### config.mk
export PLATFORM = sky130hd
export DESIGN_NAME = i2c_master_write_sequencer_unit
export DESIGN_NICKNAME = d
export VERILOG_FILES = /design/src/rtl/core/i2cmws_pkg.sv /design/src/rtl/core/i2c_master_write_sequencer_unit.sv
export SDC_FILE = /design/constraint.sdc
export NUM_CORES = 1
export LEC_CHECK = 0
export CAP_MARGIN = 20
export CORE_AREA = 2 2 76 78
export CTS_BUF_LIST = sky130_fd_sc_hd__clkbuf_4 sky130_fd_sc_hd__clkbuf_8
export DETAILED_ROUTE_END_ITERATION = 8
export DIE_AREA = 0 0 78 80
export DONT_BUFFER_PORTS = 1
export GPL_ROUTABILITY_DRIVEN = 0
export PLACE_DENSITY_LB_ADDON = 0.05
export SLEW_MARGIN = 30
export SYNTH_ARGS = -nofsm -noshare
export SYNTH_HDL_FRONTEND = slang
export SYNTH_SLANG_ARGS = --single-unit
export TNS_END_PERCENT = 20
### constraint.sdc
create_clock -name clk_i -period 2.55 [get_ports clk_i]
set_input_delay 0.51 -clock clk_i [delete_from_list [all_inputs] [get_ports clk_i]]
set_output_delay 0.51 -clock clk_i [all_outputs]
set_load 0.02 [all_outputs]
### src/rtl/core/i2cmws_pkg.sv
// shared types and constants for the i2c master write sequencer
package i2cmws_pkg;

  // bus sequencer states
  typedef enum logic [2:0] {
    SeqIdle = 3'd0,
    SeqAddr = 3'd1,
    SeqCtrl = 3'd2,
    SeqData = 3'd3,
    SeqWait = 3'd4,
    SeqStop = 3'd5
  } seq_state_e;

  // input word kinds carried in tuser
  localparam logic OpLoad = 1'b0;
  localparam logic OpTick = 1'b1;

  // configuration register indexes
  localparam logic CfgDevAddr = 1'b0;
  localparam logic CfgCtrlByte = 1'b1;

  // register reset values
  localparam logic [7:0] DevAddrRst  = 8'h78;
  localparam logic [7:0] CtrlByteRst = 8'h00;

  // ack slot sits after eight data bits
  localparam logic [3:0] AckSlot = 4'd8;
  // last phase of the stop sequence
  localparam logic [3:0] StopLast = 4'd2;

  // one bus phase result
  typedef struct packed {
    logic nack_seen;
    logic want_byte;
    logic sda_level;
    logic scl_level;
  } phase_res_t;

endpackage

### src/rtl/core/i2c_master_write_sequencer_unit.sv
// write-only i2c master sequencer, one bus phase per tick word
//
//  channel  | direction | handshake            | contents
//  s_axis   | in        | tvalid/tready        | tdata: data_byte, sda_in; tlast; tuser: opcode
//  m_axis   | out       | tvalid/tready        | tdata: scl, sda, want_byte, nack_seen
//  cfg      | in        | cfg_we_i, no wait    | cfg_idx_i selects address or control byte
//
// Each accepted word is handled in the cycle it is taken: one layer of logic updates the
// sequencer state and a tick writes its phase result into the output register, so a word
// can be taken every cycle unless the output stalls. Load words give no result.
// Reset clears the sequencer to idle and restores both configuration registers.
// A stalled output blocks input only while the output register is full and not being taken.
module i2c_master_write_sequencer_unit (
  input  logic        clk_i,
  input  logic        rst_ni,
  // input stream
  input  logic        s_axis_tvalid,
  output logic        s_axis_tready,
  input  logic [15:0] s_axis_tdata,   // [7:0] data_byte, [8] sda_in, [15:9] zero
  input  logic        s_axis_tlast,   // last_byte
  input  logic        s_axis_tuser,   // opcode
  // output stream
  output logic        m_axis_tvalid,
  input  logic        m_axis_tready,
  output logic [7:0]  m_axis_tdata,   // [0] scl_level, [1] sda_level, [2] want_byte,
                                      // [3] nack_seen, [7:4] zero
  // configuration
  input  logic        cfg_we_i,
  input  logic        cfg_idx_i,
  input  logic [7:0]  cfg_data_i
);
  import i2cmws_pkg::*;

  logic [7:0] dev_addr_q;
  logic [7:0] ctrl_byte_q;

  seq_state_e state_q, state_d;
  logic [7:0] shift_q, shift_d;
  logic [3:0] bit_cnt_q, bit_cnt_d;
  logic       phase_high_q, phase_high_d;
  logic       pend_q, pend_d;
  logic       pend_last_q, pend_last_d;
  logic       drop_q, drop_d;

  logic       out_valid_q, out_valid_d;
  phase_res_t res_q, res_d;

  logic       in_fire;
  logic       tick_fire;

  assign s_axis_tready = !out_valid_q || m_axis_tready;
  assign in_fire       = s_axis_tvalid && s_axis_tready;
  assign tick_fire     = in_fire && (s_axis_tuser == OpTick);

  // configuration registers
  always_ff @(posedge clk_i or negedge rst_ni) begin
    if (!rst_ni) begin
      dev_addr_q  <= DevAddrRst;
      ctrl_byte_q <= CtrlByteRst;
    end else if (cfg_we_i) begin
      if (cfg_idx_i == CfgDevAddr) begin
        dev_addr_q <= cfg_data_i;
      end else begin
        ctrl_byte_q <= cfg_data_i;
      end
    end
  end

  // sequencer next state and phase result
  always_comb begin
    seq_state_e st;
    logic [3:0] bc;
    logic       ph;
    logic [7:0] cur_byte;
    logic       ack_slot;
    logic       want_now;

    state_d      = state_q;
    shift_d      = shift_q;
    bit_cnt_d    = bit_cnt_q;
    phase_high_d = phase_high_q;
    pend_d       = pend_q;
    pend_last_d  = pend_last_q;
    drop_d       = drop_q;
    res_d        = res_q;
    st           = state_q;
    bc           = bit_cnt_q;
    ph           = phase_high_q;
    cur_byte     = shift_q;
    ack_slot     = 1'b0;
    want_now     = drop_q || (!pend_q && (state_q == SeqIdle || state_q == SeqWait));

    if (in_fire && s_axis_tuser == OpLoad) begin
      // byte load
      if (drop_q) begin
        if (s_axis_tlast) begin
          drop_d = 1'b0;
        end
      end else if (want_now) begin
        shift_d     = s_axis_tdata[7:0];
        pend_last_d = s_axis_tlast;
        pend_d      = 1'b1;
      end
    end else if (tick_fire) begin
      res_d.scl_level = 1'b1;
      res_d.sda_level = 1'b1;
      res_d.nack_seen = 1'b0;

      // waiting with a fresh byte restarts the data sequence
      if (state_q == SeqWait && pend_q) begin
        st = SeqData;
        bc = '0;
        ph = 1'b0;
      end
      state_d      = st;
      bit_cnt_d    = bc;
      phase_high_d = ph;

      case (st)
        SeqAddr, SeqCtrl, SeqData: begin
          if (st == SeqAddr) begin
            cur_byte = dev_addr_q;
          end else if (st == SeqCtrl) begin
            cur_byte = ctrl_byte_q;
          end else begin
            cur_byte = shift_q;
          end
          ack_slot        = (bc >= AckSlot);
          res_d.scl_level = ph;
          res_d.sda_level = ack_slot ? 1'b1 : cur_byte[~bc[2:0]];
          if (!ph) begin
            phase_high_d = 1'b1;
          end else begin
            phase_high_d = 1'b0;
            if (!ack_slot) begin
              bit_cnt_d = bc + 4'd1;
            end else begin
              bit_cnt_d = '0;
              if (st == SeqAddr) begin
                if (s_axis_tdata[8]) begin
                  res_d.nack_seen = 1'b1;
                  drop_d          = !pend_last_q;
                  pend_d          = 1'b0;
                  pend_last_d     = 1'b0;
                  state_d         = SeqStop;
                end else begin
                  state_d = SeqCtrl;
                end
              end else if (st == SeqCtrl) begin
                state_d = SeqData;
              end else begin
                pend_d      = 1'b0;
                state_d     = pend_last_q ? SeqStop : SeqWait;
                pend_last_d = 1'b0;
              end
            end
          end
        end
        SeqWait: begin
          // clock held low between bytes
          res_d.scl_level = 1'b0;
          res_d.sda_level = 1'b1;
        end
        SeqStop: begin
          res_d.scl_level = (bc != 4'd0);
          res_d.sda_level = (bc >= StopLast);
          if (bc >= StopLast) begin
            bit_cnt_d = '0;
            state_d   = SeqIdle;
          end else begin
            bit_cnt_d = bc + 4'd1;
          end
        end
        default: begin
          // idle: start condition when a byte is pending
          state_d = SeqIdle;
          if (pend_q) begin
            res_d.sda_level = 1'b0;
            state_d         = SeqAddr;
            bit_cnt_d       = '0;
            phase_high_d    = 1'b0;
          end
        end
      endcase

      res_d.want_byte = drop_d ||
                        (!pend_d && (state_d == SeqIdle || state_d == SeqWait));
    end
  end

  // output register occupancy
  always_comb begin
    if (tick_fire) begin
      out_valid_d = 1'b1;
    end else if (m_axis_tready) begin
      out_valid_d = 1'b0;
    end else begin
      out_valid_d = out_valid_q;
    end
  end

  // control state
  always_ff @(posedge clk_i or negedge rst_ni) begin
    if (!rst_ni) begin
      state_q      <= SeqIdle;
      shift_q      <= '0;
      bit_cnt_q    <= '0;
      phase_high_q <= 1'b0;
      pend_q       <= 1'b0;
      pend_last_q  <= 1'b0;
      drop_q       <= 1'b0;
      out_valid_q  <= 1'b0;
    end else begin
      state_q      <= state_d;
      shift_q      <= shift_d;
      bit_cnt_q    <= bit_cnt_d;
      phase_high_q <= phase_high_d;
      pend_q       <= pend_d;
      pend_last_q  <= pend_last_d;
      drop_q       <= drop_d;
      out_valid_q  <= out_valid_d;
    end
  end

  // result payload
  always_ff @(posedge clk_i) begin
    res_q <= res_d;
  end

  assign m_axis_tvalid = out_valid_q;
  assign m_axis_tdata  = {4'b0000, res_q};

endmodule

==> summary.txt, run 1 <==
Run status
  • Status: finished, final reports clean

Logic synthesis
  • Mapped cell area: around 2400 sq um
  • Number of flops mapped to enable cells by yosys: 4
  • Most used DFF post-synth: dfrtp_1
  • Cells after Synth: around 250
  • Async SR Flop Fraction: 90.0%
  • Sequential area share after synthesis: 43.0%
  • Flop and latch count out of synthesis: 40
  • YS warnings: 0
  • Mapped Avg Cell Area: about 9.7 sq um
  • Netlist cell types: 56

Floorplan
  • I/O pin total: 42
  • Rows: 27
  • Die area: 6240 sq um
  • Initial core utilization: between 40% and 50%
  • Die Y: 80 microns
  • Die width: a little under 80 microns
  • Core area: 5410 sq um

CTS
  • Total CTS buffers: 5
  • Max Root-Sink Buffers: 2
  • H-Tree Depth: 2
  • CTS clk-pin slew, worst paths: ~0.080 ns
  • Setup bufs post-CTS: 0
  • CTS Sinks: 40
  • Clk Latency, worst-skew pair: 0.29 ns
  • Clock root buffer: clkbuf_8
  • Post-CTS sizing: 0
  • CTS tree: done

Detailed routing
  • Initial drt markers: 261
  • DRT antenna net count: 0
  • Drt first pass iters: 4
  • Drt total wl: about 5700 microns
  • DRC: 0
  • DR WL/cell: between 15 and 20 microns
  • Vias: 1827
  • Via-to-Cell Ratio: roughly 5.8

Power
  • Switching Share: 37.7%
  • Total power: between 2 and 2.5 mW
  • Clock share of power: between 20% and 30%
  • P_int: about 1.5 mW
  • Leak: around 1.1 nW
  • Power Dens Cells: 968 nW/um^2
  • Logic pwr share: between 30% and 40%
  • Worst ir drop on vdd: 410 uV
  • Psw: 934 uW
  • Sequential share of power: 40.1%

Global route
  • Largest net degree at the start of global routing: 33
  • GRT overflow: 0
  • Gr usage total: between 10% and 20%
  • Initial antenna violation count: 0
  • First-pass GRT wire length: around 9500 microns
  • Number of global-route vias before repair: 1832

Setup path
  • Worst stage delay on the critical path: ~0.50 ns
  • CP Max Fanout: 12
  • WP data arrival: around 2.2 ns
  • CP endpoint kind: flip-flop
  • Cell mode on critical path: a21oi_1
  • Crit path cell chain: buf_4 -> or3_1 -> a21oi_1 -> a211oi_1 -> a21oi_1 -> a22oi_2
  • Critical Path RT: 2.58 ns
  • Crit path kind: reg2reg
  • Buffer and inverter count on the worst path: 1
  • Cell family with most CP delay: compound AO/OA/AOI/OAI gates
  • Startpoint types: flip-flop
  • Max stage delay cell, worst path: dfrtp_1

Run
  • Max-Cap Viols: 0

Timing
  • Final setup TNS: 0 ns
  • Final Max Tran Viols: 0
  • Final setup fails: 0
  • Slew margin rel.: a little under three fifths
  • Setup ws final: 0.358 ns
  • RSZ-0062 raised after global routing: false
  • Layout Skew: slightly below 0.008 ns
  • Final min period: about 2.2 ns
  • Measured slew at the worst slew-check pin: roughly 0.66 ns
  • Hold_ws: 0.0446 ns
  • Endpoints failing hold: 0
  • Final period util: between 80% and 90%
  • FMAX: approximately 460 MHz

Placement
  • IO buf count: 0
  • Hpwl dp: 4090 microns
  • Place WS: between 0.3 and 0.4 ns

Hold path
  • HP Class: in2async

Final layout
  • Leading cell type in the layout, fill and taps excluded: dfrtp_1
  • Most frequent cells in the layout: 32 x dfrtp_1, 24 x mux2_2, 21 x nand2_1, 21 x a21oi_1, 19 x o21ai_0
  • Fraction of layout cells with a size suffix above 1: a little under a quarter
  • Layout area overhead: 7.34%
  • Final Util: 47.4%
  • # diodes: 0
  • Nets: ~280
==> power by group through the flow <==
| stage | sequential [mW] | clock, mW | combinational [mW] |
|---|---|---|---|
| floorplan | 0.899 | 0 | 0.823 |
| finish | 0.995 | 0.518 | 0.967 |
| global placement | 1.00 | 0 | 0.921 |
| detailed placement | 1.01 | 0 | 0.931 |
| CTS | 0.993 | 0.529 | 0.954 |
| global route | 1.02 | 0.562 | 1.06 |
==> worst register-to-register path, delay by kind of cell, from the launching register on <==
kind / cells / cell delay, ns
compound gates: 4 / 0.81
simple gates: 1 / 0.39
flops: 1 / 0.50
buf+inv: 1 / 0.23
==> synthesized netlist by cell type, drive strengths merged, types with 2 or more instances <==
library cell	count	area share [%]
a2bb2oi	2	0.73
mux2i	4	1.7
nor3	6	1.3
nand2	22	3.6
a31oi	2	0.52
o211ai	4	1.3
nand3	9	1.9
a32oi	2	0.73
nor2b	4	1.0
nand4	2	0.52
mux2	24	11
dfrtp	32	34
and2	2	0.63
ha	2	1.0
nor4	2	0.52
o21ai	20	4.2
o22ai	2	0.52
nor2	12	1.9
a21o	2	0.63
dfstp	4	4.4
a211oi	3	0.94
buf	13	3.7
a21oi	21	4.4
o31ai	2	0.63
edfxtp	4	5.0
nand3b	2	0.63
inv	11	1.7
clkbuf	8	1.3
or3b	2	0.73
==> per-layer routing <==
metal | vias to the layer above | routed length (microns) | global-route usage, %
li1 | 879 | - | -
met2 | 71 | 2820 | 32.6
met4 | 0 | 62 | 6.32
met1 | 871 | 2440 | 26.1
met3 | 6 | 328 | 4.19
met5 | - | 0 | 0
==> metrics by stage <==
step | instance area [sq um] | instances
6_report | 2560 | 317
5_1_grt | 2560 | 317
4_1_cts | 2560 | 317
3_5_place_dp | 2430 | 308
3_3_place_gp | 2430 | 308
2_1_floorplan | 2400 | 249
==> path summary, 6_finish.rpt <==
path,cells past startpoint,slack (ns),start,to
max,6,0.36,state_q[0]$_DFFE_PN0P_,m_axis_tdata[1]$_DFFE_PP_
min,1,0.04,rst_ni,shift_q[2]$_DFFE_PN0P_
max reg2reg,6,0.36,state_q[0]$_DFFE_PN0P_,m_axis_tdata[1]$_DFFE_PP_
min reg2reg,1,0.51,ctrl_byte_q[3]$_DFFE_PN0P_,ctrl_byte_q[3]$_DFFE_PN0P_
max in group asynchronous,1,2.32,rst_ni,dev_addr_q[7]$_DFFE_PN0P_
min in group clk_i,1,0.33,s_axis_tuser,pend_last_q$_DFFE_PN0P_
==> sequential cells by signal (all words and copies together), names as in the netlist <==
register	flops
pend_q	1
drop_q	1
shift_q	8
m_axis_tdata	4
dev_addr_q	8
pend_last_q	1
phase_high_q	1
bit_cnt_q	4
state_q	3
ctrl_byte_q	8
m_axis_tvalid	1
==> repair_timing <==
| item | in CTS | in global routing |
|---|---|---|
| hold endpoints to repair | 32 | 0 |
| hold buffers | 1 | 0 |
| endpoints found under the setup margin | 0 | 0 |
==> layout make-up <==
| cell class | instances | area (sq um) |
|---|---|---|
| Inverter | 11 | 41.3 |
| Clock inverter | 2 | 35.0 |
| Fill cell | 518 | 2840 |
| Clock buffer | 6 | 76.3 |
| Tap cell | 72 | 90.1 |
| Timing Repair Buffer | 9 | 80.1 |
| Multi-Input combinational cell | 177 | 1210 |
| Sequential cell | 40 | 1030 |
==> logic make-up (layout without fill, tap and decap cells) <==
logic type,Yosys count,after routing,share of synthesized area [%]
AND/OR/NAND/NOR,72,72,16.7
AO/OA/AOI/OAI,70,70,18.5
flip-flops,40,40,43.0
buffers and inverters,32,28,6.66
multiplexers,29,29,13.9
adder cells (fa/ha/maj),2,2,1.05
other,1,4,0.157
Note: power is estimated with default switching activity, not from simulation.
==> run 2, diff against run 1 <==
--- a/config.mk
+++ b/config.mk
@@ -6,10 +6,12 @@
 export NUM_CORES = 1
 export LEC_CHECK = 0
 export CAP_MARGIN = 20
-export CORE_AREA = 2 2 76 78
+export CELL_PAD_IN_SITES_DETAIL_PLACEMENT = 1
+export CELL_PAD_IN_SITES_GLOBAL_PLACEMENT = 2
+export CORE_AREA = 2 2 80 82
 export CTS_BUF_LIST = sky130_fd_sc_hd__clkbuf_4 sky130_fd_sc_hd__clkbuf_8
 export DETAILED_ROUTE_END_ITERATION = 8
-export DIE_AREA = 0 0 78 80
+export DIE_AREA = 0 0 82 84
 export DONT_BUFFER_PORTS = 1
 export GPL_ROUTABILITY_DRIVEN = 0
 export PLACE_DENSITY_LB_ADDON = 0.05
==> run 2 against run 1 <==
Total power shrank 1.0%. Non-clock buffer count is the same. Clock power decreased by 11%. Critical path type unchanged. Largest power group unchanged. Highest routed layer unchanged.
==> summary.txt, run 2 (same netlist as run 1, synthesis figures left out) <==
Run status
  • Status: finished, final reports clean

Final layout
  • Post-route cell area: 2550 sq um (-0.39%)
  • Leading cell type in the layout, fill and taps excluded: dfrtp_1
  • Biggest regs: ctrl_byte_q: 8 flops, dev_addr_q: 8 flops, shift_q: 8 flops
  • # diodes: 0 (unchanged)
  • Most frequent cells in the layout: 32 x dfrtp_1, 24 x mux2_2, 21 x nand2_1, 21 x a21oi_1, 19 x o21ai_0
  • Finished Layout Cells: 322 (+1.6%)
  • Nets: 278 (unchanged)
  • Final Util: 41.9% (-5.5 points)
  • Fraction of layout cells with a size suffix above 1: 22.9% (unchanged)
  • Layout area overhead: 6.92%

Setup path
  • Worst stage delay on the critical path: 0.52 ns (+0.02 ns)
  • CP endpoint kind: flip-flop
  • CP Max Fanout: 9 (-3)
  • WP data arrival: 2.22 ns (about the same)
  • Crit path cell chain: buf_4 -> or3_1 -> a21oi_1 -> a211oi_1 -> a21oi_1 -> a22oi_2
  • Startpoint types: flip-flop
  • Critical Path RT: 2.59 ns (about the same)
  • Max stage delay cell, worst path: dfrtp_1
  • Cell mode on critical path: a21oi_1
  • Crit path kind: reg2reg

Floorplan
  • I/O pin total: 42 (unchanged)
  • Die Y: 84 microns (+5.0%)
  • Rows: 29 (+7.4%)
  • Die width: 82 microns (+5.1%)
  • Die area: 6890 sq um (+10%)
  • Core area: 6100 sq um (+13%)
  • Initial core utilization: 39.2% (-5.0 points)

Placement
  • Post-DP Area: 2440 sq um (+0.26%)
  • IO buf count: 0 (unchanged)
  • Post-Place Cells: 313 (+1.6%)
  • Hpwl dp: 4730 microns (+16%)

Timing
  • Final setup TNS: 0 ns (unchanged)
  • Final Max Tran Viols: 0 (unchanged)
  • Measured slew at the worst slew-check pin: 0.795 ns (+0.132 ns)
  • RSZ-0062 raised after global routing: false
  • Final period util: 85.4% (-0.56 points)
  • Slew margin rel.: 46.9% (-8.8 points)
  • FMAX: 459 MHz (+0.65%)
  • Final min period: 2.18 ns (-0.0142 ns)
  • Final setup fails: 0 (unchanged)
  • Endpoints failing hold: 0 (unchanged)
  • Layout Skew: 0.00805 ns (+0.000314 ns)

Power
  • Total power: 2.45 mW (-1.0%)
  • Power Dens Cells: 962 nW/um^2 (-0.63%)
  • Worst ir drop on vdd: 366 uV (-11%)
  • Leak: 1.07 nW (-0.63%)

Global route
  • First-pass GRT wire length: 10600 microns (+11%)
  • GRT overflow: 0 (unchanged)
  • Largest net degree at the start of global routing: 33 (unchanged)
  • Number of global-route vias before repair: 2044 (+12%)
  • Initial antenna violation count: 0 (unchanged)
  • Gr usage total: 20.3% (+0.56 points)

Detailed routing
  • DR WL/cell: 20.0 microns (+12%)
  • DRC: 0 (unchanged)
  • Initial drt markers: 65 (-75%)
  • DRT antenna net count: 0 (unchanged)
  • Vias: 1852 (+1.4%)
  • Via-to-Cell Ratio: 5.75 (-0.21%)
  • Drt first pass iters: 4 (unchanged)
  • Drt total wl: 6430 microns (+14%)

CTS
  • Clk Latency, worst-skew pair: 0.30 ns (about the same)
  • Clock root buffer: clkbuf_8
  • H-Tree Depth: 2 (unchanged)
  • CTS clk-pin slew, worst paths: 0.09 ns (about the same)
  • CTS tree: done
  • CTS Sinks: 40 (unchanged)
  • Total CTS buffers: 5 (unchanged)
  • Max Root-Sink Buffers: 2 (unchanged)
  • Setup bufs post-CTS: 0 (unchanged)

Hold path
  • HP Class: in2async

Run
  • Max-Cap Viols: 0 (unchanged)
run 2: cell types whose count changed in the layout (fill, tap and decap cells not counted):
cell	previous run	this run
clkinv_2	1	0
clkbuf_4	1	0
clkbuf_8	5	6
inv_4	0	2
bufinv_16	1	0
run 2: final timing paths:
| path | cells after the start | slack, ns | start | endpoint |
|---|---|---|---|---|
| worst min register to register | 1 | 0.51 | ctrl_byte_q[0]$_DFFE_PN0P_ | ctrl_byte_q[0]$_DFFE_PN0P_ |
| worst min-delay path | 1 | 0.03 | rst_ni | drop_q$_DFFE_PN0P_ |
| max in group asynchronous | 1 | 2.33 | rst_ni | state_q[0]$_DFFE_PN0P_ |
| min in group clk_i | 1 | 0.32 | s_axis_tuser | pend_last_q$_DFFE_PN0P_ |
| worst max-delay path | 6 | 0.37 | state_q[2]$_DFFE_PN0P_ | m_axis_tdata[1]$_DFFE_PP_ |
| worst max register to register | 6 | 0.37 | state_q[2]$_DFFE_PN0P_ | m_axis_tdata[1]$_DFFE_PP_ |
run 2: through the flow:
stage	hold WS, ns	setup slack [ns]
global route	0.0306	0.233
global placement	0.215	0.428
CTS	0.0351	0.395
floorplan	0.214	0.710
detailed placement	0.215	0.404
finish	0.0260	0.372
run 2: cell type report:
class,instances,area [sq um]
Clock buffer,6,82.6
Tap cell,77,96.3
Timing Repair Buffer,9,80.1
Inverter,11,41.3
Sequential cell,40,1030
Clock inverter,2,12.5
Fill cell,714,3540
Multi-Input combinational cell,177,1210
run 2: worst max-delay path: cells and delay by family (launching register included):
kind / cells / cell delay, ns
buffers and inverters: 1 / 0.23
and+or+nand+nor: 1 / 0.33
DFF: 1 / 0.52
AOI/OAI and AO/OA: 4 / 0.84
run 2: routing by layer:
metal / wire length (microns) / vias to the layer above / GRT usage (%)
met5: 0 / - / 0
met4: 117 / 0 / 7.12
met3: 265 / 10 / 3.35
met2: 3240 / 35 / 33.7
met1: 2810 / 925 / 26.4
li1: - / 882 / -
run 2: what timing repair did:
item,in CTS,in global routing
endpoints found under the hold margin,32,0
gates resized for setup,0,0
hold buffers,1,0
setup endpoints to repair,0,0
run 2: where the power goes:
group / internal, mW / total (mW) / switching, mW
registers: 0.799 / 0.999 / 0.201
clock network: 0.221 / 0.459 / 0.238
logic: 0.454 / 0.996 / 0.542
total: 1.47 / 2.45 / 0.981
